### src/hw/rtl/iasp_pkg.sv
`default_nettype none

package iasp_pkg;

  localparam int unsigned CHAR_W   = 8;
  localparam int unsigned DIGIT_W  = 4;
  localparam int unsigned OUT_W    = 32;
  localparam int unsigned STATUS_W = 2;

  localparam logic [CHAR_W-1:0] CH_0     = 8'h30;
  localparam logic [CHAR_W-1:0] CH_9     = 8'h39;
  localparam logic [CHAR_W-1:0] CH_PLUS  = 8'h2B;
  localparam logic [CHAR_W-1:0] CH_MINUS = 8'h2D;
  localparam logic [CHAR_W-1:0] CH_OPEN  = 8'h28;
  localparam logic [CHAR_W-1:0] CH_CLOSE = 8'h29;

  typedef enum logic [STATUS_W-1:0] {
    ST_OK        = 2'd0,
    ST_OVERFLOW  = 2'd1,
    ST_UNMATCHED = 2'd2,
    ST_UNCLOSED  = 2'd3
  } status_e;

  typedef enum logic [2:0] {
    OP_NONE,
    OP_DIGIT,
    OP_SIGN,
    OP_PUSH,
    OP_POP,
    OP_FOLD
  } op_e;

  typedef struct packed {
    op_e                 op;
    logic [DIGIT_W-1:0]  digit;
    logic                minus;
    logic                last;
    status_e             status;
  } ctl_t;

endpackage

`default_nettype wire

### src/hw/rtl/iasp_in_if.sv
`default_nettype none

interface iasp_in_if;
  import iasp_pkg::*;

  logic              valid;
  logic              ready;
  logic [CHAR_W-1:0] char_code;
  logic              last_char;

  modport source (output valid, output char_code, output last_char, input ready);
  modport sink   (input valid, input char_code, input last_char, output ready);
endinterface

`default_nettype wire

### src/hw/rtl/iasp_out_if.sv
`default_nettype none

interface iasp_out_if;
  import iasp_pkg::*;

  logic                    valid;
  logic                    ready;
  logic signed [OUT_W-1:0] value;
  logic [STATUS_W-1:0]     status;

  modport source (output valid, output value, output status, input ready);
  modport sink   (input valid, input value, input status, output ready);
endinterface

`default_nettype wire

### src/hw/rtl/iasp_front.sv
`default_nettype none

module iasp_front #(
  parameter int unsigned STACK_DEPTH = 16,
  parameter int unsigned AW = 4,
  parameter int unsigned DW = 5
) (
  input  wire logic          clk_i,
  input  wire logic          rst_ni,
  iasp_in_if.sink            in_i,
  input  wire logic          exec_go_i,
  output iasp_pkg::ctl_t     ctl_o,
  output logic               p_valid_o,
  output logic [AW-1:0]      push_idx_o,
  output logic               rd_en_o,
  output logic [AW-1:0]      rd_addr_o
);
  import iasp_pkg::*;

  logic          p_valid_q;
  ctl_t          ctl_q, ctl_d;
  logic [AW-1:0] idx_q;
  logic [DW-1:0] depth_q, depth_d;
  status_e       err_q, err_d, err_n;
  logic          acc;
  logic          ovf, unm;

  assign in_i.ready = !p_valid_q || exec_go_i;
  assign acc        = in_i.valid && in_i.ready;

  always_comb begin
    ctl_d         = '0;
    ctl_d.op      = OP_NONE;
    ctl_d.digit   = DIGIT_W'(in_i.char_code - CH_0);
    ctl_d.minus   = (in_i.char_code == CH_MINUS);
    ctl_d.last    = in_i.last_char;
    ctl_d.status  = ST_OK;
    depth_d       = depth_q;
    ovf           = 1'b0;
    unm           = 1'b0;
    rd_en_o       = 1'b0;
    rd_addr_o     = AW'(depth_q - 1'b1);
    unique case (in_i.char_code) inside
      [CH_0:CH_9]:       ctl_d.op = OP_DIGIT;
      CH_PLUS, CH_MINUS: ctl_d.op = OP_SIGN;
      CH_OPEN: begin
        if (depth_q == DW'(STACK_DEPTH)) begin
          ovf = 1'b1;
        end else begin
          ctl_d.op = OP_PUSH;
          depth_d  = depth_q + 1'b1;
        end
      end
      CH_CLOSE: begin
        if (depth_q == '0) begin
          unm      = 1'b1;
          ctl_d.op = OP_FOLD;
        end else begin
          ctl_d.op = OP_POP;
          depth_d  = depth_q - 1'b1;
          rd_en_o  = acc;
        end
      end
      default: ctl_d.op = OP_NONE;
    endcase

    err_n = err_q;
    if (err_n == ST_OK && ovf) err_n = ST_OVERFLOW;
    if (err_n == ST_OK && unm) err_n = ST_UNMATCHED;
    ctl_d.status = err_n;
    if (err_n == ST_OK && depth_d != '0) ctl_d.status = ST_UNCLOSED;
    err_d = err_n;
    if (in_i.last_char) begin
      err_d   = ST_OK;
      depth_d = '0;
    end
  end

  always_ff @(posedge clk_i or negedge rst_ni) begin
    if (!rst_ni) begin
      p_valid_q <= 1'b0;
      depth_q   <= '0;
      err_q     <= ST_OK;
    end else begin
      if (acc) begin
        p_valid_q <= 1'b1;
        depth_q   <= depth_d;
        err_q     <= err_d;
      end else if (exec_go_i) begin
        p_valid_q <= 1'b0;
      end
    end
  end

  always_ff @(posedge clk_i) begin
    if (acc) begin
      ctl_q <= ctl_d;
      idx_q <= depth_q[AW-1:0];
    end
  end

  assign ctl_o      = ctl_q;
  assign p_valid_o  = p_valid_q;
  assign push_idx_o = idx_q;

endmodule

`default_nettype wire

### src/hw/rtl/iasp_exec.sv
`default_nettype none

module iasp_exec #(
  parameter int unsigned STACK_DEPTH = 16,
  parameter int unsigned VALUE_WIDTH = 32,
  parameter int unsigned AW = 4
) (
  input  wire logic            clk_i,
  input  wire logic            rst_ni,
  input  wire iasp_pkg::ctl_t  ctl_i,
  input  wire logic            p_valid_i,
  input  wire logic [AW-1:0]   push_idx_i,
  input  wire logic            rd_en_i,
  input  wire logic [AW-1:0]   rd_addr_i,
  output logic                 exec_go_o,
  iasp_out_if.source           out_o
);
  import iasp_pkg::*;

  localparam int unsigned VW = VALUE_WIDTH;
  localparam int unsigned EW = (VW > OUT_W) ? VW : OUT_W;

  logic [VW:0]   mem [STACK_DEPTH];
  logic [VW:0]   rd_q, fwd_data_q, saved, wdata;
  logic          fwd_q, we;

  logic [VW-1:0] sum_q, sum_d, num_q, num_d, term;
  logic          neg_q, neg_d;
  logic [VW-1:0] ss, sa, na;
  logic          pn, tn;

  logic          oval_q;
  logic [VW-1:0] fin_sum_q, fin_num_q, fin_val;
  logic          fin_neg_q;
  status_e       fin_st_q;
  logic [EW-1:0] fin_ext;

  assign exec_go_o = p_valid_i && !(ctl_i.last && oval_q && !out_o.ready);
  assign we        = exec_go_o && (ctl_i.op == OP_PUSH);
  assign wdata     = {neg_q, sum_q};

  always_ff @(posedge clk_i) begin
    if (we) mem[push_idx_i] <= wdata;
    if (rd_en_i) begin
      rd_q       <= mem[rd_addr_i];
      fwd_data_q <= wdata;
    end
  end

  always_ff @(posedge clk_i or negedge rst_ni) begin
    if (!rst_ni) begin
      fwd_q <= 1'b0;
    end else if (rd_en_i) begin
      fwd_q <= we && (push_idx_i == rd_addr_i);
    end
  end

  assign saved = fwd_q ? fwd_data_q : rd_q;
  assign pn    = saved[VW];
  assign ss    = saved[VW-1:0];
  assign tn    = neg_q ^ pn;
  assign sa    = pn ? ~sum_q : sum_q;
  assign na    = tn ? ~num_q : num_q;
  assign term  = neg_q ? (VW'(0) - num_q) : num_q;

  always_comb begin
    sum_d = sum_q;
    num_d = num_q;
    neg_d = neg_q;
    case (ctl_i.op)
      OP_DIGIT: num_d = {num_q[VW-4:0], 3'b000} + {num_q[VW-2:0], 1'b0} + VW'(ctl_i.digit);
      OP_SIGN: begin
        sum_d = sum_q + term;
        num_d = '0;
        neg_d = ctl_i.minus;
      end
      OP_PUSH: begin
        sum_d = '0;
        neg_d = 1'b0;
      end
      OP_POP: begin
        sum_d = ss + sa + na + VW'(pn) + VW'(tn);
        num_d = '0;
      end
      OP_FOLD: begin
        sum_d = sum_q + term;
        num_d = '0;
      end
      default: ;
    endcase
  end

  always_ff @(posedge clk_i or negedge rst_ni) begin
    if (!rst_ni) begin
      sum_q  <= '0;
      num_q  <= '0;
      neg_q  <= 1'b0;
      oval_q <= 1'b0;
    end else begin
      if (exec_go_o && ctl_i.last) begin
        oval_q <= 1'b1;
      end else if (out_o.ready) begin
        oval_q <= 1'b0;
      end
      if (exec_go_o) begin
        if (ctl_i.last) begin
          sum_q  <= '0;
          num_q  <= '0;
          neg_q  <= 1'b0;
        end else begin
          sum_q <= sum_d;
          num_q <= num_d;
          neg_q <= neg_d;
        end
      end
    end
  end

  always_ff @(posedge clk_i) begin
    if (exec_go_o && ctl_i.last) begin
      fin_sum_q <= sum_d;
      fin_num_q <= num_d;
      fin_neg_q <= neg_d;
      fin_st_q  <= ctl_i.status;
    end
  end

  // final fold of the pending number
  assign fin_val = fin_sum_q + (fin_neg_q ? (VW'(0) - fin_num_q) : fin_num_q);
  assign fin_ext = EW'(fin_val);

  assign out_o.valid  = oval_q;
  assign out_o.value  = fin_ext[OUT_W-1:0];
  assign out_o.status = fin_st_q;

endmodule

`default_nettype wire

### src/hw/rtl/infix_add_sub_paren_evaluator.sv
`default_nettype none

// channel  dir  words                 fields
// in_i     in   one char per word     char_code[7:0], last_char
// out_o    out  one per expression    value[31:0] signed, status[1:0]
//
// One char per cycle unless stalled. Decode stage tracks depth and errors
// and issues the stack read; execute stage updates sum/number and writes
// the stack (single-port-write RAM, clocked read, write-to-read forwarding).
// Result is registered by the execute stage from the last character.
// Input stalls only while a last character waits behind an untaken result.
// Reset clears control state; the stack needs no clearing pass.

module infix_add_sub_paren_evaluator #(
  parameter int unsigned STACK_DEPTH = 16,
  parameter int unsigned VALUE_WIDTH = 32
) (
  input  wire logic  clk_i,
  input  wire logic  rst_ni,
  iasp_in_if.sink    in_i,
  iasp_out_if.source out_o
);
  import iasp_pkg::*;

  localparam int unsigned AW = (STACK_DEPTH > 1) ? $clog2(STACK_DEPTH) : 1;
  localparam int unsigned DW = $clog2(STACK_DEPTH + 1);

  ctl_t          ctl;
  logic          p_valid;
  logic [AW-1:0] push_idx;
  logic          rd_en;
  logic [AW-1:0] rd_addr;
  logic          exec_go;

  iasp_front #(
    .STACK_DEPTH (STACK_DEPTH),
    .AW          (AW),
    .DW          (DW)
  ) u_front (
    .clk_i      (clk_i),
    .rst_ni     (rst_ni),
    .in_i       (in_i),
    .exec_go_i  (exec_go),
    .ctl_o      (ctl),
    .p_valid_o  (p_valid),
    .push_idx_o (push_idx),
    .rd_en_o    (rd_en),
    .rd_addr_o  (rd_addr)
  );

  iasp_exec #(
    .STACK_DEPTH (STACK_DEPTH),
    .VALUE_WIDTH (VALUE_WIDTH),
    .AW          (AW)
  ) u_exec (
    .clk_i      (clk_i),
    .rst_ni     (rst_ni),
    .ctl_i      (ctl),
    .p_valid_i  (p_valid),
    .push_idx_i (push_idx),
    .rd_en_i    (rd_en),
    .rd_addr_i  (rd_addr),
    .exec_go_o  (exec_go),
    .out_o      (out_o)
  );

endmodule

`default_nettype wire

### src/flat_wrapper.sv
// flat-port wrapper written by rule: the top's interface ports become plain ports
module infix_add_sub_paren_evaluator_flat import iasp_pkg::*;
#(
  parameter int unsigned STACK_DEPTH = 16,
  parameter int unsigned VALUE_WIDTH = 32
)
  (clk_i, rst_ni, in_i_valid, in_i_char_code, in_i_last_char, in_i_ready, out_o_valid, out_o_value, out_o_status, out_o_ready);
  iasp_in_if in_i_i ();
  iasp_out_if out_o_i ();
  input  wire logic clk_i;
  input  wire logic rst_ni;
  input wire logic [$bits(in_i_i.valid)-1:0] in_i_valid;
  input wire logic [$bits(in_i_i.char_code)-1:0] in_i_char_code;
  input wire logic [$bits(in_i_i.last_char)-1:0] in_i_last_char;
  output wire logic [$bits(in_i_i.ready)-1:0] in_i_ready;
  output wire logic [$bits(out_o_i.valid)-1:0] out_o_valid;
  output wire logic [$bits(out_o_i.value)-1:0] out_o_value;
  output wire logic [$bits(out_o_i.status)-1:0] out_o_status;
  input wire logic [$bits(out_o_i.ready)-1:0] out_o_ready;
  assign in_i_i.valid = in_i_valid;
  assign in_i_i.char_code = in_i_char_code;
  assign in_i_i.last_char = in_i_last_char;
  assign in_i_ready = in_i_i.ready;
  assign out_o_valid = out_o_i.valid;
  assign out_o_value = out_o_i.value;
  assign out_o_status = out_o_i.status;
  assign out_o_i.ready = out_o_ready;
  infix_add_sub_paren_evaluator #(.STACK_DEPTH(STACK_DEPTH), .VALUE_WIDTH(VALUE_WIDTH)) u_core (.clk_i(clk_i), .rst_ni(rst_ni), .in_i(in_i_i), .out_o(out_o_i));
endmodule
### config.mk
export PLATFORM = sky130hd
export DESIGN_NAME = infix_add_sub_paren_evaluator_flat
export DESIGN_NICKNAME = d
export VERILOG_FILES = /design/src/hw/rtl/iasp_pkg.sv /design/src/hw/rtl/iasp_in_if.sv /design/src/hw/rtl/iasp_out_if.sv /design/src/hw/rtl/iasp_front.sv /design/src/hw/rtl/iasp_exec.sv /design/src/hw/rtl/infix_add_sub_paren_evaluator.sv /design/src/flat_wrapper.sv
export SDC_FILE = /design/constraint.sdc
export NUM_CORES = 1
export LEC_CHECK = 0
export BUFFER_PORTS_ARGS = -buffer_cell sky130_fd_sc_hd__buf_2
export CORE_UTILIZATION = 60
export CTS_CLUSTER_DIAMETER = 40
export DETAILED_ROUTE_END_ITERATION = 10
export PLACE_DENSITY = 0.81
export SYNTH_ARGS = -nofsm -noshare
export SYNTH_HDL_FRONTEND = slang
export SYNTH_SLANG_ARGS = --single-unit
export TNS_END_PERCENT = 20
### constraint.sdc
create_clock -name clk_i -period 6.15 [get_ports clk_i]
set_clock_uncertainty 0.2 [all_clocks]
set_input_delay 0.615 -clock clk_i [delete_from_list [all_inputs] [get_ports clk_i]]
set_output_delay 0.615 -clock clk_i [all_outputs]
set_load 0.02 [all_outputs]
==> results of run 1 <==
what timing repair did:
item	in CTS	in global routing
endpoints found under the hold margin	8	0
hold buffers	3	0
endpoints found under the setup margin	0	8
gates resized for setup	0	7
cell type report:
class	count	area share (%)
clock buffers	100	5.32
clock inverters	65	1.72
inverters	101	0.882
multi-input cells	1753	36.4
flip-flops and latches	751	51.6
well taps	846	2.46
repair buffers	107	1.67
cell families (layout without fill, tap and decap cells):
group	Yosys count	count (layout)	synth area share (%)
compound gates	614	614	10.5
xor+xnor	245	245	5.59
fa+ha+maj	197	197	7.14
buf+inv	216	373	2.18
flops	751	751	57.7
mux	203	203	10.7
simple gates	494	494	6.17
registers in the layout, summed over array words and instances, names as in the netlist, 2 cells and up:
name	flops
u_core.u_front.push_idx_o	4
u_core.u_exec.fin_num_q	32
u_core.u_exec.sum_q	32
u_core.u_front.ctl_o	11
u_core.u_front.depth_q	5
u_core.u_exec.num_q	32
u_core.u_exec.rd_q	33
u_core.u_exec.mem	528
u_core.u_exec.fin_sum_q	32
u_core.u_exec.out_o.status	2
u_core.u_exec.fwd_data_q	33
u_core.u_front.err_q	2
where the power goes:
part	leakage, nW	switching, mW	internal (mW)
Combinational	6.92	0.931	0.542
Clock	1.48	2.21	3.16
Sequential	7.46	0.144	5.68
Total	15.9	3.28	9.38
metrics by stage:
step	cell area [sq um]	utilization, %	setup slack [ns]	hold WS (ns)	power [mW]
after global placement	39900	63.1	0.634	0.202	7.29
after global routing	43000	68.0	0.0406	0.0314	13.0
final	43000	68.0	0.296	0.0464	12.7
after CTS	43000	68.0	0.0880	0.00655	12.7
after detailed placement	39900	63.1	0.555	0.205	7.34
after floorplan	38400	-	0.789	0.119	6.87
cell usage in the layout, fill, tap and decap left out, types with 52 or more instances in the layout:
cell type | synthesis | final
sky130_fd_sc_hd__a22o_1 | 52 | 52
sky130_fd_sc_hd__inv_1 | 101 | 101
sky130_fd_sc_hd__nor2_1 | 104 | 89
sky130_fd_sc_hd__clkbuf_16 | 0 | 89
sky130_fd_sc_hd__a21oi_1 | 144 | 144
sky130_fd_sc_hd__xnor2_1 | 168 | 165
sky130_fd_sc_hd__dfrtp_1 | 75 | 73
sky130_fd_sc_hd__o21ai_0 | 147 | 146
sky130_fd_sc_hd__xor2_1 | 77 | 76
sky130_fd_sc_hd__buf_4 | 1 | 55
sky130_fd_sc_hd__nand2_1 | 180 | 180
sky130_fd_sc_hd__ha_1 | 160 | 159
sky130_fd_sc_hd__edfxtp_1 | 676 | 676
sky130_fd_sc_hd__mux4_2 | 165 | 165
metal layers:
metal  up-vias  global-route usage [%]
met1     12500                    41.4
met4         4                    12.1
li1      10700                       -
met2      1382                    54.6
met5         -                       0
met3       232                    5.12
worst max-delay path by stage:
stage | endpoint | slack (ns) | depth (start not counted)
floorplan | u_core.u_exec.fin_sum_q[18]$_DFFE_PP_ | 0.79 | 17
global placement | u_core.u_exec.fin_sum_q[31]$_DFFE_PP_ | 0.63 | 17
detailed placement | u_core.u_exec.fin_sum_q[31]$_DFFE_PP_ | 0.55 | 17
CTS | out_o_value[30] | 0.09 | 17
global route | out_o_value[31] | 0.04 | 16
finish | out_o_value[31] | 0.30 | 16
Yosys cell counts, types with 15 or more instances:
cell type / number / share of area [%]
sky130_fd_sc_hd__edfxtp_1: 676 / 53
sky130_fd_sc_hd__nand2_1: 180 / 1.8
sky130_fd_sc_hd__xnor2_1: 168 / 3.8
sky130_fd_sc_hd__mux4_2: 165 / 9.7
sky130_fd_sc_hd__ha_1: 160 / 5.2
sky130_fd_sc_hd__o21ai_0: 147 / 1.9
sky130_fd_sc_hd__a21oi_1: 144 / 1.9
sky130_fd_sc_hd__nor2_1: 104 / 1.0
sky130_fd_sc_hd__inv_1: 101 / 0.99
sky130_fd_sc_hd__clkbuf_1: 96 / 0.94
sky130_fd_sc_hd__xor2_1: 77 / 1.8
sky130_fd_sc_hd__dfrtp_1: 75 / 4.9
sky130_fd_sc_hd__a22o_1: 52 / 1.2
sky130_fd_sc_hd__a21o_1: 47 / 0.92
sky130_fd_sc_hd__nor3_1: 38 / 0.50
sky130_fd_sc_hd__fa_1: 37 / 1.9
sky130_fd_sc_hd__mux2i_1: 35 / 0.91
sky130_fd_sc_hd__nand3_1: 27 / 0.35
sky130_fd_sc_hd__o31ai_1: 26 / 0.51
sky130_fd_sc_hd__a22oi_1: 21 / 0.41
sky130_fd_sc_hd__nand2b_1: 21 / 0.34
sky130_fd_sc_hd__o21a_1: 21 / 0.41
sky130_fd_sc_hd__a211oi_1: 20 / 0.39
sky130_fd_sc_hd__a31oi_1: 19 / 0.31
sky130_fd_sc_hd__nor2b_1: 19 / 0.31
sky130_fd_sc_hd__or3_1: 19 / 0.31
sky130_fd_sc_hd__o21bai_1: 18 / 0.35
sky130_fd_sc_hd__and2_1: 15 / 0.24
==> impl_metrics.xml, run 1 <==
<?xml version="1.0" encoding="UTF-8"?>
<metrics>
  <group name="run_status">
    <metric name="run_status" unit="">completed</metric>
  </group>
  <group name="final_layout">
    <metric name="finish.cell_count_without_fillers" unit="">3723</metric>
    <metric name="num-nets-final" unit="">3013</metric>
    <metric name="layout-drive-gt1-share" unit="%">16.4</metric>
    <metric name="area.sequential" unit="sq um">22200</metric>
    <metric name="area_growth_syn_to_layout" unit="%">11.9</metric>
    <metric name="num-fill-cells" unit="">4035</metric>
    <metric name="multiInputGateArea" unit="sq um">15600</metric>
    <metric name="antennaDiodeCount" unit="">0</metric>
  </group>
  <group name="placed_design">
    <metric name="io_buffers" unit="">48</metric>
    <metric name="routability_congestion_estimate" unit="">0.985</metric>
    <metric name="hpwl" unit="um">62500</metric>
    <metric name="cell_total_after_placement" unit="">3555</metric>
  </group>
  <group name="drt">
    <metric name="met3WireLength" unit="um">8370</metric>
    <metric name="dr_total_vias" unit="">24900</metric>
    <metric name="dr.first_iter.drc_count" unit="">2564</metric>
    <metric name="vias_per_cell" unit="">6.68</metric>
    <metric name="route.detailed.drc" unit="">0</metric>
    <metric name="antenna_left" unit="">0</metric>
    <metric name="sum_of_routed_wire_length_over_all_layers" unit="um">102000</metric>
    <metric name="detailedRoute.firstPassIterationCount" unit="">6</metric>
    <metric name="met2RoutedLength" unit="um">51600</metric>
    <metric name="met1_length" unit="um">38700</metric>
    <metric name="highest_signal_layer" unit="">met5</metric>
    <metric name="post_drt_wl_per_cell" unit="um">27.3</metric>
  </group>
  <group name="worst_setup_path">
    <metric name="crit_buf_inv" unit="">2</metric>
    <metric name="cp_max_fo" unit="">6</metric>
    <metric name="r2r_cells" unit="">18</metric>
    <metric name="crit_start" unit="">u_core.u_exec.fin_num_q[3]$_DFFE_PP_</metric>
    <metric name="timing.critical_path.max_delay_family" unit="">simple AND/OR/NAND/NOR gates</metric>
    <metric name="critPathMaxStageDelay" unit="ns">0.57</metric>
    <metric name="r2r_slack" unit="ns">0.48</metric>
    <metric name="timing.rr.end" unit="">u_core.u_exec.fin_sum_q[29]$_DFFE_PP_</metric>
    <metric name="setup.worst_path.class" unit="">reg2out</metric>
    <metric name="setup.worst_path.start_class" unit="">flop</metric>
    <metric name="worst_ep_arrival_time" unit="ns">5.04</metric>
    <metric name="critPathSlowestCell" unit="">sky130_fd_sc_hd__or4_4</metric>
    <metric name="reg2reg_from" unit="">u_core.u_exec.num_q[4]$_DFFE_PN0P_</metric>
    <metric name="cpMostUsedCell" unit="">sky130_fd_sc_hd__a21o_1</metric>
    <metric name="required" unit="ns">5.33</metric>
    <metric name="end_kind" unit="">primary output</metric>
    <metric name="crit_path_cell_trace" unit="">nor4_1 &gt; buf_4 &gt; nand3_1 &gt; or4_4 &gt; or3_1 &gt; o21ai_0 &gt; xnor2_1 &gt; ha_1 &gt; a21o_1 &gt; a21o_1 &gt; a21oi_1 &gt; o21ai_0 &gt; a21o_1 &gt; a221oi_1 &gt; xnor2_1 &gt; buf_2</metric>
  </group>
  <group name="sta">
    <metric name="clock.fmax" unit="GHz">0.171</metric>
    <metric name="final_hold_violations" unit="">0</metric>
    <metric name="tightest_slew" unit="ns">1.06</metric>
    <metric name="share_of_the_clock_period_used_by_the_worst_path_after_layout" unit="%">95.2</metric>
    <metric name="final.setup.tns" unit="ns">0</metric>
    <metric name="slew_limit_fails" unit="">0</metric>
    <metric name="fin_crit" unit="ns">5.85</metric>
    <metric name="setup_viol_count_final" unit="">0</metric>
    <metric name="rsz0062_at_grt" unit="">false</metric>
    <metric name="maxSlewHeadroom" unit="%">29.6</metric>
  </group>
  <group name="grt">
    <metric name="globalRouteOverflowTotal" unit="">0</metric>
    <metric name="first_pass_grt_wire_length" unit="um">153000</metric>
    <metric name="grt_antenna_before_repair" unit="">2</metric>
    <metric name="grt_max_degree" unit="">134</metric>
    <metric name="first_global_vias" unit="">25100</metric>
    <metric name="global_route.usage.total" unit="%">32.0</metric>
  </group>
  <group name="yosys">
    <metric name="leading_register_cell_type_out_of_synthesis" unit="">sky130_fd_sc_hd__edfxtp_1</metric>
    <metric name="ys_types" unit="">76</metric>
    <metric name="synthesis.instances" unit="">2720</metric>
    <metric name="postSynthNetCount" unit="">2930</metric>
    <metric name="yosys_warnings" unit="">0</metric>
    <metric name="synth_seq_cells" unit="">751</metric>
    <metric name="syn_area_per_cell" unit="sq um">14.1</metric>
    <metric name="ys_async_sr_fraction" unit="%">9.99</metric>
    <metric name="synth_sequential_area_ratio" unit="%">57.7</metric>
    <metric name="number_of_enable_type_register_cells_in_the_synthesized_netlist" unit="">676</metric>
    <metric name="syn-cell-area" unit="sq um">38400</metric>
  </group>
  <group name="floorplan">
    <metric name="initial_utilization" unit="%">60.8</metric>
    <metric name="floorplan.rows" unit="">92</metric>
    <metric name="die-area" unit="sq um">65000</metric>
    <metric name="die_height" unit="um">255</metric>
    <metric name="floorplan.die.width" unit="um">255</metric>
    <metric name="i_o_pin_count" unit="">49</metric>
    <metric name="design.core.area" unit="sq um">63200</metric>
  </group>
  <group name="cts">
    <metric name="cts_tree" unit="">yes</metric>
    <metric name="ctsLongestPathBuffers" unit="">3</metric>
    <metric name="root_buf_cell" unit="">sky130_fd_sc_hd__clkbuf_16</metric>
    <metric name="path_clk_slew" unit="ns">0.06</metric>
    <metric name="h_tree_levels" unit="">3</metric>
    <metric name="cts_inserted_buffers" unit="">89</metric>
    <metric name="postCtsSetupRepairBufs" unit="">0</metric>
    <metric name="clk-insertion-delay-late" unit="ns">0.65</metric>
    <metric name="clock_sink_count" unit="">751</metric>
  </group>
  <group name="job">
    <metric name="drv.max_cap_violation_count" unit="">0</metric>
  </group>
  <group name="min_path">
    <metric name="min_to" unit="">u_core.u_front.ctl_o[5]$_DFFE_PP_</metric>
    <metric name="path_type_of_the_worst_min_delay_path" unit="">in2reg</metric>
    <metric name="hp-start" unit="">in_i_char_code[1]</metric>
    <metric name="holdPathStages" unit="">1</metric>
  </group>
  <group name="pwr">
    <metric name="power.static_leakage" unit="nW">15.9</metric>
    <metric name="ir_drop" unit="mV">0.232</metric>
    <metric name="power_density" unit="nW/um^2">294</metric>
  </group>
</metrics>
Note: power is estimated with default switching activity, not from simulation.
==> run 2, diff against run 1 <==
Settings changed: CORE_UTILIZATION 60 to 56, PLACE_DENSITY 0.81 to 0.8.
Clock period 6.15 ns to 5.2 ns, I/O delays scaled along.
==> impl_metrics.xml, run 2 (synthesized netlist as in run 1, its figures left out) <==
<?xml version="1.0" encoding="UTF-8"?>
<metrics>
  <group name="grt">
    <metric name="first_pass_grt_wire_length" unit="um">158000</metric>
    <metric name="global_route.usage.total" unit="%">30.4</metric>
    <metric name="grt_max_degree" unit="">111</metric>
    <metric name="globalRouteOverflowTotal" unit="">0</metric>
    <metric name="grt_antenna_before_repair" unit="">1</metric>
    <metric name="first_global_vias" unit="">25800</metric>
  </group>
  <group name="run_status">
    <metric name="run_status" unit="">finished, violations left</metric>
    <metric name="failed_checks" unit="">negative setup slack</metric>
  </group>
  <group name="job">
    <metric name="drv.max_cap_violation_count" unit="">0</metric>
  </group>
  <group name="placed_design">
    <metric name="dpl_cell_area" unit="sq um">40600</metric>
    <metric name="dpl_worst_slack" unit="ns">-0.110</metric>
    <metric name="hpwl" unit="um">64600</metric>
    <metric name="cell_total_after_placement" unit="">3667</metric>
    <metric name="routability_congestion_estimate" unit="">0.976</metric>
    <metric name="io_buffers" unit="">48</metric>
  </group>
  <group name="drt">
    <metric name="antenna_left" unit="">0</metric>
    <metric name="detailedRoute.firstPassIterationCount" unit="">6</metric>
    <metric name="sum_of_routed_wire_length_over_all_layers" unit="um">106000</metric>
    <metric name="route.detailed.drc" unit="">0</metric>
    <metric name="dr_total_vias" unit="">25600</metric>
    <metric name="dr.first_iter.drc_count" unit="">2994</metric>
    <metric name="vias_per_cell" unit="">6.59</metric>
    <metric name="post_drt_wl_per_cell" unit="um">27.2</metric>
  </group>
  <group name="final_layout">
    <metric name="layout-drive-gt1-share" unit="%">22.3</metric>
    <metric name="largest_register" unit="">u_core.u_exec.mem</metric>
    <metric name="mostFrequentLayoutCell" unit="">sky130_fd_sc_hd__edfxtp_1</metric>
    <metric name="stdcell_area" unit="sq um">44600</metric>
    <metric name="largest_reg_flops" unit="">528</metric>
    <metric name="layout_common_cells" unit="">sky130_fd_sc_hd__edfxtp_1, sky130_fd_sc_hd__nand2_1, sky130_fd_sc_hd__buf_4, sky130_fd_sc_hd__xnor2_1, sky130_fd_sc_hd__mux4_2</metric>
    <metric name="finish.cell_count_without_fillers" unit="">3887</metric>
    <metric name="num-nets-final" unit="">3144</metric>
    <metric name="num-fill-cells" unit="">4399</metric>
    <metric name="layout_top_registers" unit="">u_core.u_exec.mem x528, u_core.u_exec.fwd_data_q x33, u_core.u_exec.rd_q x33</metric>
    <metric name="area_growth_syn_to_layout" unit="%">16.2</metric>
    <metric name="antennaDiodeCount" unit="">0</metric>
    <metric name="final_design_utilization" unit="%">66.1</metric>
  </group>
  <group name="sta">
    <metric name="setup_viol_count_final" unit="">3</metric>
    <metric name="rsz0062_at_grt" unit="">true</metric>
    <metric name="final.setup.tns" unit="ns">-0.188</metric>
    <metric name="fin_worst_hold_slack" unit="ns">0.0427</metric>
    <metric name="maxSlewHeadroom" unit="%">34.2</metric>
    <metric name="setup_slack" unit="ns">-0.101</metric>
    <metric name="slew_limit_fails" unit="">0</metric>
    <metric name="share_of_the_clock_period_used_by_the_worst_path_after_layout" unit="%">102</metric>
    <metric name="tightest_slew" unit="ns">0.987</metric>
    <metric name="fin_crit" unit="ns">5.30</metric>
    <metric name="clock.fmax" unit="GHz">0.189</metric>
    <metric name="final_hold_violations" unit="">0</metric>
  </group>
  <group name="worst_setup_path">
    <metric name="required" unit="ns">4.48</metric>
    <metric name="end_kind" unit="">primary output</metric>
    <metric name="timing.critical_path.max_delay_family" unit="">simple AND/OR/NAND/NOR gates</metric>
    <metric name="crit_path_cell_trace" unit="">nor4_4 &gt; buf_4 &gt; nand3_4 &gt; or4_4 &gt; or3_4 &gt; o21ai_2 &gt; xnor2_1 &gt; ha_1 &gt; buf_6 &gt; nand2_2 &gt; or3_1 &gt; o22ai_2 &gt; o41ai_2 &gt; o21bai_1 &gt; a21oi_1 &gt; xnor2_1 &gt; buf_2</metric>
    <metric name="setup.worst_path.class" unit="">reg2out</metric>
    <metric name="critPathSlowestCell" unit="">sky130_fd_sc_hd__or4_4</metric>
    <metric name="setup.worst_path.start_class" unit="">flop</metric>
    <metric name="cp_max_fo" unit="">5</metric>
    <metric name="cpMostUsedCell" unit="">sky130_fd_sc_hd__xnor2_1</metric>
    <metric name="worst_ep_arrival_time" unit="ns">4.58</metric>
    <metric name="crit_buf_inv" unit="">3</metric>
    <metric name="critPathMaxStageDelay" unit="ns">0.47</metric>
  </group>
  <group name="floorplan">
    <metric name="floorplan.rows" unit="">95</metric>
    <metric name="die-area" unit="sq um">69700</metric>
    <metric name="die_height" unit="um">264</metric>
    <metric name="floorplan.die.width" unit="um">264</metric>
    <metric name="i_o_pin_count" unit="">49</metric>
    <metric name="design.core.area" unit="sq um">67500</metric>
    <metric name="initial_utilization" unit="%">56.9</metric>
  </group>
  <group name="cts">
    <metric name="cts_tree" unit="">yes</metric>
    <metric name="cts_inserted_buffers" unit="">97</metric>
    <metric name="clock_sink_count" unit="">751</metric>
    <metric name="ctsLongestPathBuffers" unit="">3</metric>
    <metric name="clk-insertion-delay-late" unit="ns">0.65</metric>
    <metric name="root_buf_cell" unit="">sky130_fd_sc_hd__clkbuf_16</metric>
    <metric name="path_clk_slew" unit="ns">0.06</metric>
    <metric name="h_tree_levels" unit="">3</metric>
  </group>
  <group name="min_path">
    <metric name="path_type_of_the_worst_min_delay_path" unit="">in2reg</metric>
  </group>
  <group name="pwr">
    <metric name="power_density" unit="nW/um^2">347</metric>
    <metric name="total_power" unit="mW">15.5</metric>
    <metric name="power.static_leakage" unit="nW">16.6</metric>
    <metric name="ir_drop" unit="mV">0.284</metric>
  </group>
</metrics>
[run 2: cell types whose count changed in the layout (fill, tap and decap cells not counted), moves of 7 or more]
cell                         before  now
sky130_fd_sc_hd__a21oi_1        144  132
sky130_fd_sc_hd__a21oi_2          0   11
sky130_fd_sc_hd__buf_2           47   40
sky130_fd_sc_hd__buf_4           55  174
sky130_fd_sc_hd__clkbuf_16       89   99
sky130_fd_sc_hd__clkinvlp_4       2   10
sky130_fd_sc_hd__ha_1           159  152
sky130_fd_sc_hd__ha_2             0    7
sky130_fd_sc_hd__o21ai_0        146  134
sky130_fd_sc_hd__o21ai_1          2   10
sky130_fd_sc_hd__or3_4            5   12
[run 2: area by class of cell]
cell class	instances	area (sq um)	share of cell area, %
clock buffer	110	2540	5.69
timing repair buffer	230	1720	3.85
sequential	751	22200	49.7
clock inverter	69	694	1.56
tap	873	1090	2.45
multi-input combinational	1753	16000	35.9
inverter	101	379	0.850
[run 2: routing by layer]
| layer | routed length (um) | part of all wire [%] | track usage [%] | vias to the layer above |
|---|---|---|---|---|
| met5 | 0 | 0 | 0 | - |
| met4 | 3890 | 3.7 | 11.6 | 0 |
| met3 | 8550 | 8.1 | 3.92 | 274 |
| met2 | 52300 | 49 | 51.2 | 1508 |
| met1 | 41100 | 39 | 40.5 | 12800 |
| li1 | - | - | - | 11000 |
[run 2: final timing paths]
path / startpoint / to / slack, ns / depth (start not counted)
hold reg to reg: u_core.u_front.ctl_o[0]$_SDFFCE_PP1P_ / u_core.u_exec.out_o.status[0]$_DFFE_PP_ / 0.23 / 0
hold / removal: in_i_char_code[4] / u_core.u_front.ctl_o[8]$_DFFE_PP_ / 0.04 / 2
min in group asynchronous: rst_ni / u_core.u_exec.num_q[6]$_DFFE_PN0P_ / 0.24 / 2
setup reg to reg: u_core.u_exec.num_q[4]$_DFFE_PN0P_ / u_core.u_exec.fin_sum_q[31]$_DFFE_PP_ / 0.21 / 18
setup / recovery: u_core.u_exec.fin_num_q[7]$_DFFE_PP_ / out_o_value[30] / -0.10 / 17
max in group asynchronous: rst_ni / u_core.u_exec.num_q[16]$_DFFE_PN0P_ / 3.50 / 3
[run 2: report_power, final]
part / total [mW] / switching (mW) / internal [mW]
sequential: 6.81 / 0.0931 / 6.72
clock: 6.67 / 2.78 / 3.89
combinational: 2.00 / 1.23 / 0.768
total: 15.5 / 4.11 / 11.4
[run 2: repair_timing]
| action | 4_1_cts | 5_1_grt |
|---|---|---|
| hold buffers | 8 | 0 |
| pin swaps | 26 | 10 |
| resized for setup | 46 | 66 |
| endpoints found under the hold margin | 51 | 0 |
| cloned | 0 | 0 |
| buffers inserted | 19 | 14 |
| endpoints found under the setup margin | 19 | 33 |
==> run 3, diff against run 2 <==
Settings changed: SKIP_CTS_REPAIR_TIMING set to 1, SKIP_LAST_GASP set to 1.
==> impl_metrics.xml, run 3 (synthesized netlist as in run 1, its figures left out) <==
<?xml version="1.0" encoding="UTF-8"?>
<metrics>
  <group name="grt">
    <metric name="first_global_vias" unit="">25600</metric>
    <metric name="first_pass_grt_wire_length" unit="um">157000</metric>
    <metric name="grt_antenna_before_repair" unit="">1</metric>
    <metric name="global_route.usage.total" unit="%">30.2</metric>
    <metric name="grt_max_degree" unit="">111</metric>
    <metric name="globalRouteOverflowTotal" unit="">0</metric>
  </group>
  <group name="worst_setup_path">
    <metric name="cp_max_fo" unit="">5</metric>
    <metric name="required" unit="ns">4.48</metric>
    <metric name="r2r_cells" unit="">20</metric>
    <metric name="critPathSlowestCell" unit="">sky130_fd_sc_hd__or4_4</metric>
    <metric name="crit_path_cell_trace" unit="">nor4_4 &gt; nand3_2 &gt; or4_4 &gt; or3_4 &gt; o31ai_4 &gt; xnor2_1 &gt; ha_1 &gt; nand2_1 &gt; or3_4 &gt; o22ai_4 &gt; o41ai_4 &gt; o21bai_1 &gt; a21oi_1 &gt; xnor2_1 &gt; buf_4</metric>
    <metric name="critPathMaxStageDelay" unit="ns">0.48</metric>
    <metric name="reg2reg_from" unit="">u_core.u_exec.num_q[4]$_DFFE_PN0P_</metric>
    <metric name="worst_ep_arrival_time" unit="ns">4.63</metric>
    <metric name="timing.rr.end" unit="">u_core.u_exec.fin_sum_q[31]$_DFFE_PP_</metric>
    <metric name="end_kind" unit="">primary output</metric>
    <metric name="setup.worst_path.class" unit="">reg2out</metric>
    <metric name="setup.worst_path.start_class" unit="">flop</metric>
    <metric name="r2r_slack" unit="ns">0</metric>
  </group>
  <group name="sta">
    <metric name="share_of_the_clock_period_used_by_the_worst_path_after_layout" unit="%">103</metric>
    <metric name="rsz0062_at_grt" unit="">true</metric>
    <metric name="fin_crit" unit="ns">5.35</metric>
    <metric name="clock.fmax" unit="GHz">0.187</metric>
    <metric name="tightest_slew" unit="ns">1.01</metric>
    <metric name="slew_limit_fails" unit="">0</metric>
    <metric name="fin_worst_hold_slack" unit="ns">0.0203</metric>
    <metric name="setup_viol_count_final" unit="">3</metric>
    <metric name="final_hold_violations" unit="">0</metric>
    <metric name="maxSlewHeadroom" unit="%">32.9</metric>
    <metric name="setup_slack" unit="ns">-0.150</metric>
  </group>
  <group name="floorplan">
    <metric name="i_o_pin_count" unit="">49</metric>
    <metric name="design.core.area" unit="sq um">67500</metric>
    <metric name="floorplan.die.width" unit="um">264</metric>
    <metric name="die-area" unit="sq um">69700</metric>
    <metric name="initial_utilization" unit="%">56.9</metric>
    <metric name="die_height" unit="um">264</metric>
    <metric name="floorplan.rows" unit="">95</metric>
  </group>
  <group name="final_layout">
    <metric name="layout-drive-gt1-share" unit="%">21.1</metric>
    <metric name="num-nets-final" unit="">3130</metric>
    <metric name="layout_common_cells" unit="">sky130_fd_sc_hd__edfxtp_1, sky130_fd_sc_hd__nand2_1, sky130_fd_sc_hd__xnor2_1, sky130_fd_sc_hd__mux4_2, sky130_fd_sc_hd__buf_4</metric>
    <metric name="largest_register" unit="">u_core.u_exec.mem</metric>
    <metric name="antennaDiodeCount" unit="">0</metric>
    <metric name="area_growth_syn_to_layout" unit="%">15.6</metric>
    <metric name="num-fill-cells" unit="">4459</metric>
    <metric name="mostFrequentLayoutCell" unit="">sky130_fd_sc_hd__edfxtp_1</metric>
    <metric name="layout_top_registers" unit="">u_core.u_exec.mem x528, u_core.u_exec.fwd_data_q x33, u_core.u_exec.rd_q x33</metric>
    <metric name="finish.cell_count_without_fillers" unit="">3873</metric>
    <metric name="largest_reg_flops" unit="">528</metric>
  </group>
  <group name="placed_design">
    <metric name="cell_total_after_placement" unit="">3667</metric>
    <metric name="routability_congestion_estimate" unit="">0.976</metric>
    <metric name="dpl_worst_slack" unit="ns">-0.110</metric>
    <metric name="io_buffers" unit="">48</metric>
    <metric name="hpwl" unit="um">64600</metric>
  </group>
  <group name="cts">
    <metric name="h_tree_levels" unit="">3</metric>
    <metric name="ctsLongestPathBuffers" unit="">3</metric>
    <metric name="clock_sink_count" unit="">751</metric>
    <metric name="path_clk_slew" unit="ns">0.06</metric>
    <metric name="cts_tree" unit="">yes</metric>
    <metric name="cts_inserted_buffers" unit="">97</metric>
    <metric name="root_buf_cell" unit="">sky130_fd_sc_hd__clkbuf_16</metric>
    <metric name="clk-insertion-delay-late" unit="ns">0.66</metric>
  </group>
  <group name="run_status">
    <metric name="failed_checks" unit="">negative setup slack</metric>
    <metric name="run_status" unit="">finished, violations left</metric>
  </group>
  <group name="drt">
    <metric name="vias_per_cell" unit="">6.63</metric>
    <metric name="sum_of_routed_wire_length_over_all_layers" unit="um">106000</metric>
    <metric name="dr.first_iter.drc_count" unit="">2949</metric>
    <metric name="antenna_left" unit="">0</metric>
    <metric name="detailedRoute.firstPassIterationCount" unit="">6</metric>
    <metric name="route.detailed.drc" unit="">0</metric>
    <metric name="post_drt_wl_per_cell" unit="um">27.2</metric>
    <metric name="dr_total_vias" unit="">25700</metric>
  </group>
  <group name="min_path">
    <metric name="min_to" unit="">u_core.u_front.ctl_o[8]$_DFFE_PP_</metric>
    <metric name="hp-start" unit="">in_i_char_code[4]</metric>
    <metric name="holdPathStages" unit="">2</metric>
    <metric name="path_type_of_the_worst_min_delay_path" unit="">in2reg</metric>
  </group>
  <group name="job">
    <metric name="drv.max_cap_violation_count" unit="">0</metric>
  </group>
  <group name="pwr">
    <metric name="power.static_leakage" unit="nW">16.5</metric>
    <metric name="ir_drop" unit="mV">0.280</metric>
    <metric name="power_density" unit="nW/um^2">348</metric>
  </group>
</metrics>
## run 3: final cells by class
type / count / area (sq um) / area share [%]
multi-input combinational: 1753 / 15900 / 35.8
inverter: 101 / 379 / 0.854
clock buffer: 110 / 2540 / 5.72
tap: 873 / 1090 / 2.46
sequential: 751 / 22200 / 50.0
clock inverter: 69 / 694 / 1.56
timing repair buffer: 216 / 1600 / 3.60
## run 3: layer usage
layer | part of all wire [%] | track usage (%)
met2 | 49 | 50.7
met4 | 3.5 | 11.4
met1 | 39 | 40.3
met3 | 8.4 | 3.91
met5 | 0 | 0
## run 3: report_power, final
group | switching [mW] | internal [mW]
Clock | 2.79 | 3.89
Combinational | 1.22 | 0.742
Sequential | 0.0927 | 6.72
Total | 4.10 | 11.3
## run 3: critical path, delay by kind of cell (launching register included)
family	cells	cell delay, ns
AND/OR/NAND/NOR	6	1.99
AO/OA/AOI/OAI	5	0.71
flip-flops	1	0.46
adder cells (fa/ha/maj)	1	0.39
XOR/XNOR	2	0.26
buffers and inverters	1	0.16
## run 3: how the worst max path moves through the flow
stage | startpoint | end | slack (ns) | depth (start not counted)
finish | u_core.u_exec.fin_num_q[7]$_DFFE_PP_ | out_o_value[30] | -0.15 | 15
CTS | u_core.u_exec.fin_num_q[3]$_DFFE_PP_ | out_o_value[30] | -0.80 | 17
detailed placement | u_core.u_exec.fin_num_q[3]$_DFFE_PP_ | out_o_value[30] | -0.11 | 17
global route | u_core.u_exec.fin_num_q[8]$_DFFE_PP_ | out_o_value[30] | -0.34 | 15
floorplan | u_core.u_exec.fwd_q$_DFFE_PN0P_ | u_core.u_exec.fin_sum_q[18]$_DFFE_PP_ | 0.03 | 17
global placement | u_core.u_exec.num_q[4]$_DFFE_PN0P_ | u_core.u_exec.fin_sum_q[31]$_DFFE_PP_ | -0.06 | 20
## run 3: metrics by stage
step	area, sq um	TNS [ns]	utilization, %	total power, mW
after CTS	43800	-3.52	64.9	15.4
after floorplan	38400	0	-	8.13
after global placement	40600	-0.0800	60.1	8.67
after global routing	44400	-4.39	65.8	15.9
after detailed placement	40600	-0.223	60.1	8.74
final	44400	-0.253	65.8	15.5
